<file path="config.mk">
export PLATFORM = sky130hd
export DESIGN_NAME = audio_record_control_fsm_top
export DESIGN_NICKNAME = d
export VERILOG_FILES = /design/src/hw/rtl/arc_pkg.sv /design/src/hw/rtl/audio_record_control_fsm_top.sv
export SDC_FILE = /design/constraint.sdc
export NUM_CORES = 1
export LEC_CHECK = 0
export BUFFER_PORTS_ARGS = -buffer_cell sky130_fd_sc_hd__buf_2
export CAP_MARGIN = 30
export CORE_ASPECT_RATIO = 1.1
export CORE_MARGIN = 1
export CORE_UTILIZATION = 45
export DETAILED_ROUTE_END_ITERATION = 8
export GPL_TIMING_DRIVEN = 0
export PLACE_DENSITY = 0.87
export SLEW_MARGIN = 20
export SYNTH_ARGS = -nofsm -noshare
export SYNTH_HDL_FRONTEND = slang
export SYNTH_SLANG_ARGS = --single-unit
</file>
<file path="constraint.sdc">
create_clock -name clk -period 2.49 [get_ports clk]
set_input_delay 0.1245 -clock clk [delete_from_list [all_inputs] [get_ports clk]]
set_output_delay 0.1245 -clock clk [all_outputs]
set_load 0.02 [all_outputs]
</file>
<file path="src/hw/rtl/arc_pkg.sv">
// shared types and codes for the audio record control state machine
package arc_pkg;

  typedef enum logic [2:0] {
    ST_UNINIT   = 3'd0,
    ST_EMPTY    = 3'd1,
    ST_BUFFER   = 3'd2,
    ST_WAITTRIG = 3'd3,
    ST_PREREC   = 3'd4,
    ST_RECORD   = 3'd5,
    ST_PAUSED   = 3'd6,
    ST_DONE     = 3'd7
  } state_t;

  typedef enum logic [3:0] {
    CMD_INIT        = 4'd0,
    CMD_DEINIT      = 4'd1,
    CMD_RESET       = 4'd2,
    CMD_STOP        = 4'd3,
    CMD_PAUSE       = 4'd4,
    CMD_START       = 4'd5,
    CMD_REC_STARTED = 4'd6,
    CMD_BUF_FULL    = 4'd7,
    CMD_TRIGGER     = 4'd8,
    CMD_REC_STOPPED = 4'd9
  } cmd_t;

  // configuration register indexes
  localparam logic REG_TRIGGER_ENABLE   = 1'b0;
  localparam logic REG_PRERECORD_ENABLE = 1'b1;

  typedef struct packed {
    logic unexpected_event;
    logic reset_request;
    logic stop_request;
    logic start_request;
    logic state_changed;
  } flags_t;

endpackage

</file>
<file path="src/hw/rtl/audio_record_control_fsm_top.sv">
// Audio record control state machine: one event in, one state/flag result out.
// Takes one event request per clock. Each accepted event yields exactly one result in the
// next cycle, from a single output register fed by the state lookup on the current and pending
// state. in_tready drops only while a result sits in that register unread and out_tready is
// low. Configuration (trigger enable at byte 0, prerecord enable at byte 4) must be written over
// the APB-style port only while no event is in flight; the block itself does not enforce this.
module audio_record_control_fsm_top (
  input  logic        clk,
  input  logic        rst_n,
  // input events
  input  logic        in_tvalid,
  output logic        in_tready,
  input  logic [7:0]  in_tdata,   // command[3:0], signal_empty[4], reset_accepted[5], zero[7:6]
  // results
  output logic        out_tvalid,
  input  logic        out_tready,
  output logic [7:0]  out_tdata,  // record_state[2:0], state_changed[3], start_request[4],
                                  // stop_request[5], reset_request[6], unexpected_event[7]
  // configuration
  input  logic        cfg_psel,
  input  logic        cfg_penable,
  input  logic        cfg_pwrite,
  input  logic [2:0]  cfg_paddr,
  input  logic [31:0] cfg_pwdata,
  output logic [31:0] cfg_prdata,
  output logic        cfg_pready
);

  arc_pkg::state_t cur_r, cur_nxt;
  arc_pkg::state_t pend_r, pend_nxt;
  arc_pkg::state_t idle_st;
  arc_pkg::cmd_t   cmd;
  arc_pkg::flags_t flags;
  logic            sig_empty, rst_acc;
  logic            trig_en_r, prerec_en_r;
  logic            out_valid_r;
  logic [7:0]      out_data_r, out_data_nxt;
  logic            in_acc, cfg_wr;

  assign cmd       = arc_pkg::cmd_t'(in_tdata[3:0]);
  assign sig_empty = in_tdata[4];
  assign rst_acc   = in_tdata[5];
  assign idle_st   = sig_empty ? arc_pkg::ST_EMPTY : arc_pkg::ST_DONE;

  assign in_tready = !out_valid_r || out_tready;
  assign in_acc    = in_tvalid && in_tready;

  // configuration port
  assign cfg_pready = 1'b1;
  assign cfg_wr     = cfg_psel && cfg_penable && cfg_pwrite;

  always_ff @(posedge clk) begin
    if (!rst_n) begin
      trig_en_r   <= 1'b0;
      prerec_en_r <= 1'b0;
    end else if (cfg_wr) begin
      if (cfg_paddr[2] == arc_pkg::REG_TRIGGER_ENABLE) begin
        trig_en_r <= cfg_pwdata[0];
      end else begin
        prerec_en_r <= cfg_pwdata[0];
      end
    end
  end

  always_comb begin
    if (cfg_paddr[2] == arc_pkg::REG_PRERECORD_ENABLE) begin
      cfg_prdata = {31'd0, prerec_en_r};
    end else begin
      cfg_prdata = {31'd0, trig_en_r};
    end
  end

  // next state and pending state
  always_comb begin
    cur_nxt  = cur_r;
    pend_nxt = pend_r;
    case (cmd)
      arc_pkg::CMD_INIT: begin
        pend_nxt = idle_st;
        cur_nxt  = arc_pkg::ST_EMPTY;
      end
      arc_pkg::CMD_DEINIT: begin
        pend_nxt = arc_pkg::ST_UNINIT;
        cur_nxt  = arc_pkg::ST_UNINIT;
      end
      arc_pkg::CMD_RESET: begin
        if (cur_r != arc_pkg::ST_UNINIT && rst_acc) cur_nxt = arc_pkg::ST_EMPTY;
      end
      arc_pkg::CMD_STOP: begin
        if (cur_r inside {arc_pkg::ST_RECORD, arc_pkg::ST_PAUSED}) pend_nxt = arc_pkg::ST_DONE;
      end
      arc_pkg::CMD_PAUSE: begin
        if (cur_r == arc_pkg::ST_RECORD) cur_nxt = arc_pkg::ST_PAUSED;
        else if (cur_r == arc_pkg::ST_PAUSED) cur_nxt = arc_pkg::ST_RECORD;
      end
      arc_pkg::CMD_START: begin
        if (cur_r inside {arc_pkg::ST_BUFFER, arc_pkg::ST_PREREC, arc_pkg::ST_WAITTRIG}) begin
          pend_nxt = arc_pkg::ST_EMPTY;
          cur_nxt  = arc_pkg::ST_RECORD;
        end else if (cur_r == arc_pkg::ST_PAUSED) begin
          pend_nxt = arc_pkg::ST_RECORD;
          cur_nxt  = arc_pkg::ST_RECORD;
        end else if (cur_r == arc_pkg::ST_RECORD) begin
          pend_nxt = arc_pkg::ST_DONE;
        end
      end
      arc_pkg::CMD_REC_STARTED: begin
        if (cur_r inside {arc_pkg::ST_EMPTY, arc_pkg::ST_PAUSED, arc_pkg::ST_DONE}) begin
          pend_nxt = idle_st;
          cur_nxt  = arc_pkg::ST_BUFFER;
        end
      end
      arc_pkg::CMD_BUF_FULL: begin
        if (cur_r == arc_pkg::ST_BUFFER) begin
          if (prerec_en_r) cur_nxt = arc_pkg::ST_PREREC;
          else if (trig_en_r) cur_nxt = arc_pkg::ST_WAITTRIG;
          else begin
            pend_nxt = arc_pkg::ST_DONE;
            cur_nxt  = arc_pkg::ST_RECORD;
          end
        end
      end
      arc_pkg::CMD_TRIGGER: begin
        if (cur_r == arc_pkg::ST_WAITTRIG && prerec_en_r) begin
          cur_nxt = arc_pkg::ST_PREREC;
        end else if (cur_r inside {arc_pkg::ST_PREREC, arc_pkg::ST_WAITTRIG}) begin
          cur_nxt  = arc_pkg::ST_RECORD;
          pend_nxt = arc_pkg::ST_DONE;
        end
      end
      arc_pkg::CMD_REC_STOPPED: begin
        if (cur_r inside {arc_pkg::ST_BUFFER, arc_pkg::ST_PREREC, arc_pkg::ST_WAITTRIG}) begin
          cur_nxt = idle_st;
        end else if (cur_r == arc_pkg::ST_RECORD) begin
          if (pend_r == arc_pkg::ST_EMPTY) cur_nxt = idle_st;
          else if (pend_r == arc_pkg::ST_PAUSED) cur_nxt = arc_pkg::ST_PAUSED;
          else if (pend_r == arc_pkg::ST_DONE) cur_nxt = arc_pkg::ST_DONE;
        end else if (cur_r == arc_pkg::ST_PAUSED) begin
          cur_nxt = arc_pkg::ST_DONE;
        end
      end
      default: begin
        cur_nxt  = cur_r;
        pend_nxt = pend_r;
      end
    endcase
  end

  // result flags
  always_comb begin
    flags = '0;
    case (cmd)
      arc_pkg::CMD_INIT, arc_pkg::CMD_DEINIT: flags.state_changed = 1'b1;
      arc_pkg::CMD_RESET: begin
        if (cur_r != arc_pkg::ST_UNINIT) begin
          flags.reset_request = 1'b1;
          flags.state_changed = rst_acc;
        end
      end
      arc_pkg::CMD_STOP: begin
        flags.stop_request = (cur_r inside {arc_pkg::ST_BUFFER, arc_pkg::ST_WAITTRIG,
                              arc_pkg::ST_PREREC, arc_pkg::ST_RECORD, arc_pkg::ST_PAUSED});
      end
      arc_pkg::CMD_PAUSE: begin
        flags.unexpected_event = (cur_r inside {arc_pkg::ST_BUFFER, arc_pkg::ST_WAITTRIG,
                                  arc_pkg::ST_PREREC});
        flags.state_changed    = (cur_r inside {arc_pkg::ST_RECORD, arc_pkg::ST_PAUSED});
      end
      arc_pkg::CMD_START: begin
        flags.unexpected_event = (cur_r == arc_pkg::ST_UNINIT);
        flags.start_request    = (cur_r inside {arc_pkg::ST_EMPTY, arc_pkg::ST_DONE});
        flags.state_changed    = (cur_r inside {arc_pkg::ST_BUFFER, arc_pkg::ST_PREREC,
                                  arc_pkg::ST_WAITTRIG, arc_pkg::ST_PAUSED});
      end
      arc_pkg::CMD_REC_STARTED: begin
        flags.state_changed    = (cur_r inside {arc_pkg::ST_EMPTY, arc_pkg::ST_PAUSED,
                                  arc_pkg::ST_DONE});
        flags.unexpected_event = !flags.state_changed;
      end
      arc_pkg::CMD_BUF_FULL: begin
        flags.unexpected_event = (cur_r inside {arc_pkg::ST_UNINIT, arc_pkg::ST_WAITTRIG,
                                  arc_pkg::ST_PREREC, arc_pkg::ST_RECORD});
        flags.state_changed    = (cur_r == arc_pkg::ST_BUFFER);
      end
      arc_pkg::CMD_TRIGGER: begin
        flags.state_changed    = (cur_r inside {arc_pkg::ST_PREREC, arc_pkg::ST_WAITTRIG});
        flags.unexpected_event = !flags.state_changed;
      end
      arc_pkg::CMD_REC_STOPPED: begin
        // recording with an odd pending state keeps its state
        if (cur_r == arc_pkg::ST_RECORD &&
            !(pend_r inside {arc_pkg::ST_EMPTY, arc_pkg::ST_PAUSED, arc_pkg::ST_DONE})) begin
          flags.unexpected_event = 1'b1;
        end else begin
          flags.state_changed = 1'b1;
        end
      end
      default: flags.unexpected_event = 1'b1;
    endcase
  end

  assign out_data_nxt = {flags.unexpected_event, flags.reset_request, flags.stop_request,
                         flags.start_request, flags.state_changed, cur_nxt};

  always_ff @(posedge clk) begin
    if (!rst_n) begin
      cur_r       <= arc_pkg::ST_UNINIT;
      pend_r      <= arc_pkg::ST_EMPTY;
      out_valid_r <= 1'b0;
    end else begin
      if (in_acc) begin
        cur_r  <= cur_nxt;
        pend_r <= pend_nxt;
      end
      if (in_acc) out_valid_r <= 1'b1;
      else if (out_tready) out_valid_r <= 1'b0;
    end
  end

  always_ff @(posedge clk) begin
    if (in_acc) out_data_r <= out_data_nxt;
  end

  assign out_tvalid = out_valid_r;
  assign out_tdata  = out_data_r;

endmodule

</file>
==> results of run 1 <==
registers in the layout, summed over array words and instances, names as in the netlist:
signal and flops:
pend_r 3, out_tvalid 1, trig_en_r 1, prerec_en_r 1
out_tdata 8, cur_r 3
worst max-delay path: cells and delay by family (launching register included):
| kind | cells | cell delay, ns |
|---|---|---|
| compound gates | 2 | 0.47 |
| fa+ha+maj | 1 | 0.24 |
| buf+inv | 3 | 0.53 |
| flops | 1 | 0.51 |
| simple gates | 2 | 0.27 |
path summary, 6_finish.rpt:
check	start	endpoint	depth (start not counted)
worst min-delay path	in_tvalid	out_tvalid	3
worst max-delay path	cur_r[2]	out_tdata[7]	8
worst max register to register	cur_r[2]	out_tdata[7]	8
worst min register to register	pend_r[2]	pend_r[2]	2
power by group through the flow:
| stage | Clock [mW] | Combinational [mW] | Sequential (mW) |
|---|---|---|---|
| after global placement | 0 | 0.347 | 0.329 |
| after CTS | 0.228 | 0.345 | 0.323 |
| final | 0.223 | 0.352 | 0.323 |
| after floorplan | 0 | 0.253 | 0.342 |
| after global routing | 0.236 | 0.378 | 0.325 |
| after detailed placement | 0 | 0.343 | 0.330 |
synthesized netlist by cell type (8+ instances only):
| library cell | number |
|---|---|
| sky130_fd_sc_hd__a21oi_1 | 9 |
| sky130_fd_sc_hd__a31oi_1 | 9 |
| sky130_fd_sc_hd__buf_2 | 9 |
| sky130_fd_sc_hd__buf_4 | 34 |
| sky130_fd_sc_hd__dfxtp_1 | 9 |
| sky130_fd_sc_hd__edfxtp_1 | 8 |
| sky130_fd_sc_hd__inv_1 | 8 |
| sky130_fd_sc_hd__nand2_1 | 16 |
| sky130_fd_sc_hd__nand2b_1 | 8 |
| sky130_fd_sc_hd__nor2b_1 | 8 |
| sky130_fd_sc_hd__o21ai_0 | 10 |
layer usage:
layer	share of wire, %	vias up	global-route usage (%)	routed length [um]
met2	46	107	37.2	2290
met5	0	-	0	0
li1	-	883	-	-
met3	8.1	26	3.29	401
met4	4.4	0	11.4	218
met1	41	826	30.0	2020
cell type report:
type / count / area (um^2) / area share (%)
Timing Repair Buffer: 25 / 125 / 5.66
Multi-Input combinational cell: 185 / 1200 / 54.2
Sequential cell: 17 / 420 / 19.0
Tap cell: 52 / 65.1 / 2.94
Clock inverter: 1 / 5.00 / 0.226
Clock buffer: 3 / 41.3 / 1.87
Buffer: 47 / 323 / 14.6
Inverter: 9 / 33.8 / 1.53
cells by family after synthesis:
family	count (synthesis)	share of synthesized area (%)
AOI/OAI and AO/OA	61	23.8
xor gates and xnor gates	4	1.88
adders and majority gates	4	2.69
buffers and inverters	56	19.1
DFF	17	22.6
muxes	7	4.10
other	2	0.403
and+or+nand+nor	77	25.4
metrics by stage:
step | total power [mW] | setup WS, ns | util (%) | area [um^2]
finish | 0.898 | 0.207 | 55.8 | 2210
global route | 0.940 | 0.114 | 55.8 | 2210
CTS | 0.896 | 0.260 | 55.8 | 2210
detailed placement | 0.673 | 0.279 | 54.6 | 2170
global placement | 0.675 | 0.251 | 54.6 | 2170
floorplan | 0.595 | 0.433 | - | 1980
==> results by stage, run 1 <==
Cells and area:
- After the flow finishes, the layout carries non-filler instances totaling between 300 and 400.
- The fraction of layout cells with a size suffix above 1 is 29.3%.
- The count of filler cells inserted in the layout is 402.
- Leaving out fill and tap cells, the most frequent cells in the layout are 34 x sky130_fd_sc_hd__buf_2, 34 x sky130_fd_sc_hd__buf_4, 32 x sky130_fd_sc_hd__conb_1.
- The area growth from synthesis to layout is 18.7%.
- At the end of the flow, the number of nets in the layout was between 300 and 400.
- 0 antenna diodes ended up in the layout.

Power and ir drop:
- The internal power of the cells totals 0.559 mW.
- In this run the power spent charging and discharging nets is 0.338 mW.
- The combinational share of power is between 30% and 40%.
- The power per cell area is between 400 and 500 nW/um^2.
- The largest voltage drop on the vdd net is 0.266 mV.
- The leakage dissipation is 1.03 nW.
- The switching fraction of total power is between 30% and 40%.
- The relative contribution of the clock network to total power is around a quarter.
- The share of total power dissipated in sequential elements is between 30% and 40%.

STA:
- Derived from the worst setup path, the maximum achievable clock frequency is 0.438 GHz.
- The number of pins exceeding their max-slew limit in the final report came to 0.
- The clock arrives with between 0.003 and 0.004 ns of skew.
- Setup repair after global routing left no endpoint under its margin.
- Setup violations remaining at the end of the flow were counted as 0.
- The headroom to the max-slew limit is 50.1%.
- The share of the clock period used by the worst path is 91.7%.
- The hold slack is 0.115 ns.
- Adding up every negative setup slack in the final design gives 0 ns.
- The number of hold violations in the final report is 0.
- The final critical path time including I/O delays and setup is 2.28 ns.
- The slew of the pin with the lowest slew margin is 0.749 ns.

Worst setup path:
- The largest fanout of any net on the critical path is 10.
- STA puts the critical path data arrival time at 2.28 ns.
- The critical-path cell with the highest stage delay is sky130_fd_sc_hd__dfxtp_1.
- The type of the worst setup path is register to register.
- The setup check on the worst reg-to-reg path leaves a slack of 0.21 ns.
- Data on the critical path is required at its endpoint by 2.49 ns.
- The type of element launching the critical path is a register.
- STA classifies the critical path endpoint as a register.
- On the worst path, the slowest cell contributes a delay of 0.51 ns.
- Traced cell by cell, the critical path runs through buf_2 -> inv_2 -> ha_1 -> inv_1 -> and2_1 -> o31ai_1 -> a222oi_1 -> nand2_1.

Placement:
- Port buffering added 25 buffers.
- The weighted congestion reported at the end of routability-driven placement is 0.952.
- The post-detailed-placement half-perimeter wirelength is 3.72 mm.
- The number of cells in the design after placement is 335.

Clock network:
- TritonCTS built the clock tree.
- The post-cts sizing count is 0.
- The number of buffers created by CTS is 3.
- The buffer levels on the longest clock path is 2.
- After clock tree synthesis, the clock-pin slew on the worst setup and hold paths is 0.08 ns.
- CTS built an H-tree with a depth of 1.
- Clock tree synthesis selected as its root buffer the cell sky130_fd_sc_hd__clkbuf_8.
- The tree built by TritonCTS fans out to 17 sinks.
- The number of buffers added to fix hold violations after cts is 0.
- The count of buffers added by post-CTS timing repair for setup is 0.
- At the later pin of the worst-skew pair, clock insertion delay measures 0.26 ns.

Synthesis:
- Of all flip-flops after synthesis, the portion carrying an async set or reset was 0%.
- In the post-synthesis netlist, the biggest area contributors are sky130_fd_sc_hd__buf_4 14%, sky130_fd_sc_hd__edfxtp_1 13%, sky130_fd_sc_hd__dfxtp_1 9.7%.
- The number of different library cells used by synthesis comes to 58.
- Averaged over all synthesized cells, the footprint is 8.17 um^2.
- The synthesized design spends more area on one cell type than any other, namely sky130_fd_sc_hd__buf_4.
- Counting flops and latches in the post-synthesis netlist gives 17.
- The most used flip-flop cell after synthesis is sky130_fd_sc_hd__dfxtp_1.
- The proportion of netlist area held by the largest area contributor is a little over an eighth.
- The count of mapped cells out of synthesis is 228.
- Sequential cells were found to cover 22.6% of the synthesized design area.
- The number of enable-type register cells in the synthesized netlist is 8.
- The synthesized cell area is 1860 um^2.
- The number of warning messages in the yosys log is 0.

Global routing:
- The first-pass GRT wire length is 8.07 mm.
- The initial antenna violation count is 0.
- The total congestion overflow after global routing is 0.
- Entering global routing, the biggest net connects 16 pins.
- In the global route stage, overall resource usage came out at between 20% and 30%.
- The via count of the first global-routing pass came to 1629.

Detailed routing:
- The count of nets left with antenna violations after detail routing is 0.
- The per-cell via count in the routed design is approximately 5.4.
- After detailed routing, the number of remaining DRC violations is 0.
- The final routed wire length divided by cell count is 14.6 um.
- The number of iterations in the first detailed-routing pass is 5.
- The detailed-route via count is 1842.
- In this run, the number of DRC markers left after iteration 0 of detailed routing was 197.
- The aggregate routed wire length is just under 5 mm.

Floorplanning:
- The die is 69.5 um tall.
- In this run the horizontal extent of the chip is approximately 63 um.
- The total area inside the core boundary comes to 3960 um^2.
- The full die area is 4400 um^2.
- The initial core utilization is 47.0%.
- The site row count is 24.
- The number of top-level pins is 93.

Job:
- The tool flagged a number of max-cap violations equal to 0.

Run status:
- The run finished with clean final reports.

Hold path:
- The class of the most critical hold timing path is input port to register.
Note: power is estimated with default switching activity, not from simulation.
==> run 2: changes to the inputs <==
--- a/config.mk
+++ b/config.mk
@@ -5,6 +5,7 @@
 export SDC_FILE = /design/constraint.sdc
 export NUM_CORES = 1
 export LEC_CHECK = 0
+export ABC_AREA = 1
 export BUFFER_PORTS_ARGS = -buffer_cell sky130_fd_sc_hd__buf_2
 export CAP_MARGIN = 30
 export CORE_ASPECT_RATIO = 1.1
@@ -12,7 +13,7 @@
 export CORE_UTILIZATION = 45
 export DETAILED_ROUTE_END_ITERATION = 8
 export GPL_TIMING_DRIVEN = 0
-export PLACE_DENSITY = 0.87
+export PLACE_DENSITY = 0.89
 export SLEW_MARGIN = 20
 export SYNTH_ARGS = -nofsm -noshare
 export SYNTH_HDL_FRONTEND = slang
==> results by stage, run 2 <==
Worst setup path:
- The critical path data required time was 2.48 ns (was 2.49 ns).
- The type of the worst setup path was register to register (unchanged).
- The delay of the slowest cell on the worst path is 0.38 ns (was 0.51 ns).
- The arrival time at the worst endpoint is 1.69 ns (was 2.28 ns).
- The depth of the most critical reg-to-reg path was 8 (unchanged).
- The critical-path cell with the highest stage delay was sky130_fd_sc_hd__dfxtp_1 (unchanged).
- The largest fanout of any net on the critical path is 11 (was 10).
- The reg2reg setup slack came to 0.79 ns (was 0.21 ns).
- Sequence of cells on the critical path: inv_2 -> nand2_1 -> inv_1 -> nor2_2 -> nand3_1 -> nand3_1 -> nor3_1 -> nand4_1 (was buf_2 -> inv_2 -> ha_1 -> inv_1 -> and2_1 -> o31ai_1 -> a222oi_1 -> nand2_1).
- The element type at the critical path end was a register (unchanged).
- The critical path's most frequent cell is sky130_fd_sc_hd__nand3_1.
- The worst flop-to-flop path endpoint is out_tdata[3] (was out_tdata[7]).
- The type of element launching the critical path was a register (unchanged).
- The worst reg2reg path startpoint was cur_r[1] (was cur_r[2]).

Synthesis:
- The proportion of netlist area held by the largest area contributor is 14.4% (was 13.7%).
- The share of async-settable or async-resettable flops after synthesis is 0% (unchanged).
- Top cells by instance count after synthesis: 65 x sky130_fd_sc_hd__nand2_1, 32 x sky130_fd_sc_hd__buf_4, 27 x sky130_fd_sc_hd__nor2_1, 24 x sky130_fd_sc_hd__inv_1, 23 x sky130_fd_sc_hd__nand3_1 (was 34 x sky130_fd_sc_hd__buf_4, 16 x sky130_fd_sc_hd__nand2_1, 10 x sky130_fd_sc_hd__o21ai_0).
- The area fraction in and, or, nand and nor cells after synthesis is 39.0% (was 25.4%).
- The most common cell in the synthesized netlist is sky130_fd_sc_hd__nand2_1 (was sky130_fd_sc_hd__buf_4).
- The count of mapped cells out of synthesis is 261 (was 228).
- The number of warning messages in the yosys log was 0 (unchanged).
- The xor and xnor fraction of the mapped netlist area is 0% (was 1.88%).
- The cell accounting for the most synthesized area was sky130_fd_sc_hd__nand2_1 (was sky130_fd_sc_hd__buf_4).
- The synthesized cell area is 1700 um^2 (was 1860 um^2).
- The post-synthesis compound-gate area fraction is 11.0% (was 23.8%).
- Biggest area contributors in the synthesized netlist: sky130_fd_sc_hd__nand2_1 14%, sky130_fd_sc_hd__buf_4 14%, sky130_fd_sc_hd__edfxtp_1 14% (was sky130_fd_sc_hd__buf_4 14%, sky130_fd_sc_hd__edfxtp_1 13%, sky130_fd_sc_hd__dfxtp_1 9.7%).
- The mux contribution to synthesized area is 0% (was 4.10%).
- The arithmetic-cell share of the synthesized area counting full adders, half adders and majority gates came to 2.95% (was 2.69%).
- The combinational family with the most area after synthesis is simple AND/OR/NAND/NOR gates (unchanged).
- The number of enable-type register cells in the synthesized netlist is 8 (unchanged).
- The distinct cell type count after synthesis is 33 (was 58).
- The dominant register cell in the synthesized netlist is sky130_fd_sc_hd__dfxtp_1 (unchanged).
- The mean post-synth cell area is 6.51 um^2 (was 8.17 um^2).
- The sequential area share after synthesis was 24.7% (was 22.6%).
- The synthesized flop and latch total is 17 (unchanged).

STA:
- Unrepaired setup endpoints after global routing: false (unchanged).
- The final-report setup violation count came to 0 (unchanged).
- The top achievable clock speed is 0.589 GHz (was 0.438 GHz).
- The share of the clock period used by the worst path came to 68.1% (was 91.7%).
- The maximum clock skew at final layout is 0.00322 ns (was 0.00326 ns).
- The number of hold violations in the final report is 0 (unchanged).
- The final critical path time including I/O delays and setup was 1.70 ns (was 2.28 ns).
- The final worst slack was 0.793 ns (was 0.207 ns).
- The aggregate negative setup slack is 0 ns (unchanged).
- The number of pins exceeding their max-slew limit in the final report is 0 (unchanged).

Hold path:
- The number of cells traversed by the worst hold path is 2 (was 3).
- The class of the most critical hold timing path is input port to register (unchanged).
- The worst-case hold path end point is pend_r[0] (was out_tvalid).
- The start point of the worst hold path is rst_n (was in_tvalid).

Clock network:
- The number of buffers created by CTS is 3 (unchanged).
- The clock tree from TritonCTS is yes (unchanged).
- The post-cts sizing count is 0 (unchanged).
- The number of buffers added to fix hold violations after cts is 0 (unchanged).
- The clock latency of the later-clocked register in the worst-skew pair came to 0.25 ns (was 0.26 ns).
- The count of buffers added by post-CTS timing repair for setup came to 0 (unchanged).
- The count of clock tree sinks was 17 (unchanged).
- The buffer levels on the longest clock path is 2 (unchanged).
- The root buffer cell is sky130_fd_sc_hd__clkbuf_8 (unchanged).
- The depth of the CTS H-tree came to 1 (unchanged).
- The post-CTS clock slew at the launch and capture registers of the worst setup and hold paths is 0.06 ns (was 0.08 ns).

Detailed routing:
- The final routed wire length divided by cell count came to 10.8 um (was 14.6 um).
- The count of nets left with antenna violations after detail routing came to 0 (unchanged).
- The number of iterations in the first detailed-routing pass was 6 (was 5).
- The aggregate routed wire length is 3.99 mm (was 4.93 mm).
- The post-detailed-route DRC marker count was 0 (unchanged).
- The detailed-route via count is 1722 (was 1842).
- The iteration-0 DRC count of the detailed router was 56 (was 197).
- The per-cell via count in the routed design is 4.65 (was 5.43).

Run status:
- Result of the run: finished clean (unchanged).

Floorplanning:
- The site row count is 23 (was 24).
- The die boundary width came to 60.6 um (was 63.4 um).
- The number of top-level pins is 93 (unchanged).
- The initial core utilization was 46.9% (was 47.0%).
- The die span in y is 66.4 um (was 69.5 um).
- The full die area came to 4030 um^2 (was 4400 um^2).
- The core footprint is 3630 um^2 (was 3960 um^2).

Placement:
- The worst-case setup slack after placement is 0.831 ns (was 0.279 ns).
- The weighted congestion reported at the end of routability-driven placement came to 1.02 (was 0.952).
- The cell area after placement is 2000 um^2 (was 2170 um^2).
- The post-detailed-placement half-perimeter wirelength was 3.37 mm (was 3.72 mm).
- The number of cells in the design after placement came to 366 (was 335).
- The total of buffers placed on input and output ports was 25 (unchanged).

Cells and area:
- Most frequent cells in the layout: 65 x sky130_fd_sc_hd__nand2_1, 32 x sky130_fd_sc_hd__buf_4, 32 x sky130_fd_sc_hd__conb_1 (was 34 x sky130_fd_sc_hd__buf_2, 34 x sky130_fd_sc_hd__buf_4, 32 x sky130_fd_sc_hd__conb_1).
- The count of filler cells inserted in the layout is 394 (was 402).
- The library cell used most frequently in the layout, excluding fill and tap cells, is sky130_fd_sc_hd__nand2_1.
- The post-route core utilization is 56.4% (was 55.8%).
- The final cell area excluding filler cells is 2040 um^2 (was 2210 um^2).
- The number of flip-flops under the largest register name is 8 (unchanged).
- The area taken by flip-flops and latches is 420 um^2 (unchanged).
- The final net count is 375 (was 342).
- The area growth from synthesis to layout came to 20.3% (was 18.7%).
- The fraction of layout cells with a size suffix above 1 was 26.6% (was 29.3%).
- The multi-input gate area in the final layout is 1020 um^2 (was 1200 um^2).
- The count of non-filler cells in the finished layout is 370 (was 339).
- The antenna diode count is 0 (unchanged).

Global routing:
- The initial antenna violation count came to 0 (unchanged).
- The first-pass GRT wire length is 6.57 mm (was 8.07 mm).
- The overall fraction of global-route tracks in use was 22.2% (was 23.2%).
- The largest net degree at the start of global routing is 13 (was 16).
- The total congestion overflow after global routing was 0 (unchanged).
- The via count of the first global-routing pass is 1431 (was 1629).

Power and ir drop:
- The largest voltage drop on the vdd net is 0.417 mV (was 0.266 mV).
- The leakage dissipation is 1.12 nW (was 1.03 nW).
- The power per cell area was 416 nW/um^2 (was 406 nW/um^2).

Job:
- The max-capacitance violation count was 0 (unchanged).
==> run 2: cell count changes after synthesis, sizes merged, moves of 5 or more <==
cell    change
a21oi       +5
nand2b      -8
nand2      +57
buf        -12
inv        +22
nor2b       -8
a31oi       -9
mux2i       -5
nor2       +26
a211oi      -5
nand3      +20
==> run 2: cell type report <==
class / count / share of cell area [%]
inverter: 31 / 5.94
sequential: 17 / 20.6
buffer: 33 / 12.3
timing repair buffer: 25 / 6.12
tap: 50 / 3.06
clock buffer: 4 / 2.20
multi-input combinational: 210 / 49.8
==> run 2: how the worst max path moves through the flow <==
stage	from	endpoint	slack, ns	cells past startpoint
after CTS	cur_r[1]	out_tdata[3]	0.82	8
final	cur_r[1]	out_tdata[3]	0.79	8
after detailed placement	cur_r[2]	out_tdata[0]	0.83	11
after floorplan	out_tvalid	pend_r[1]	0.94	8
after global placement	cur_r[1]	out_tdata[3]	0.79	8
after global routing	cur_r[0]	out_tdata[0]	0.63	9
==> run 2: critical path, delay by kind of cell, from the launching register on <==
kind / cells / cell delay [ns]
buf+inv: 2 / 0.35
flops: 1 / 0.38
simple gates: 6 / 0.71
==> run 2: kinds of logic after synthesis <==
kind of cell	after synthesis
adder cells (fa/ha/maj)	4
other	2
buffers and inverters	64
AO/OA/AOI/OAI	33
flip-flops	17
AND/OR/NAND/NOR	141
==> run 2: stage by stage <==
| stage | hold slack [ns] | total power [mW] |
|---|---|---|
| after floorplan | 0.209 | 0.583 |
| after global placement | 0.378 | 0.649 |
| after detailed placement | 0.379 | 0.650 |
| after CTS | 0.121 | 0.852 |
| after global routing | 0.134 | 0.908 |
| final | 0.118 | 0.851 |
==> run 2: power by group <==
| part | switching (mW) | internal, mW | total, mW |
|---|---|---|---|
| sequential | 0.0132 | 0.315 | 0.328 |
| combinational | 0.209 | 0.111 | 0.320 |
| clock | 0.0889 | 0.114 | 0.202 |
==> run 2: layer usage <==
layer / share of wire (%) / wire [um] / global-route usage, %
met2: 49 / 1940 / 36.4
met1: 42 / 1680 / 28.9
met3: 6.2 / 248 / 4.11
met5: 0 / 0 / 0
met4: 2.9 / 116 / 7.10
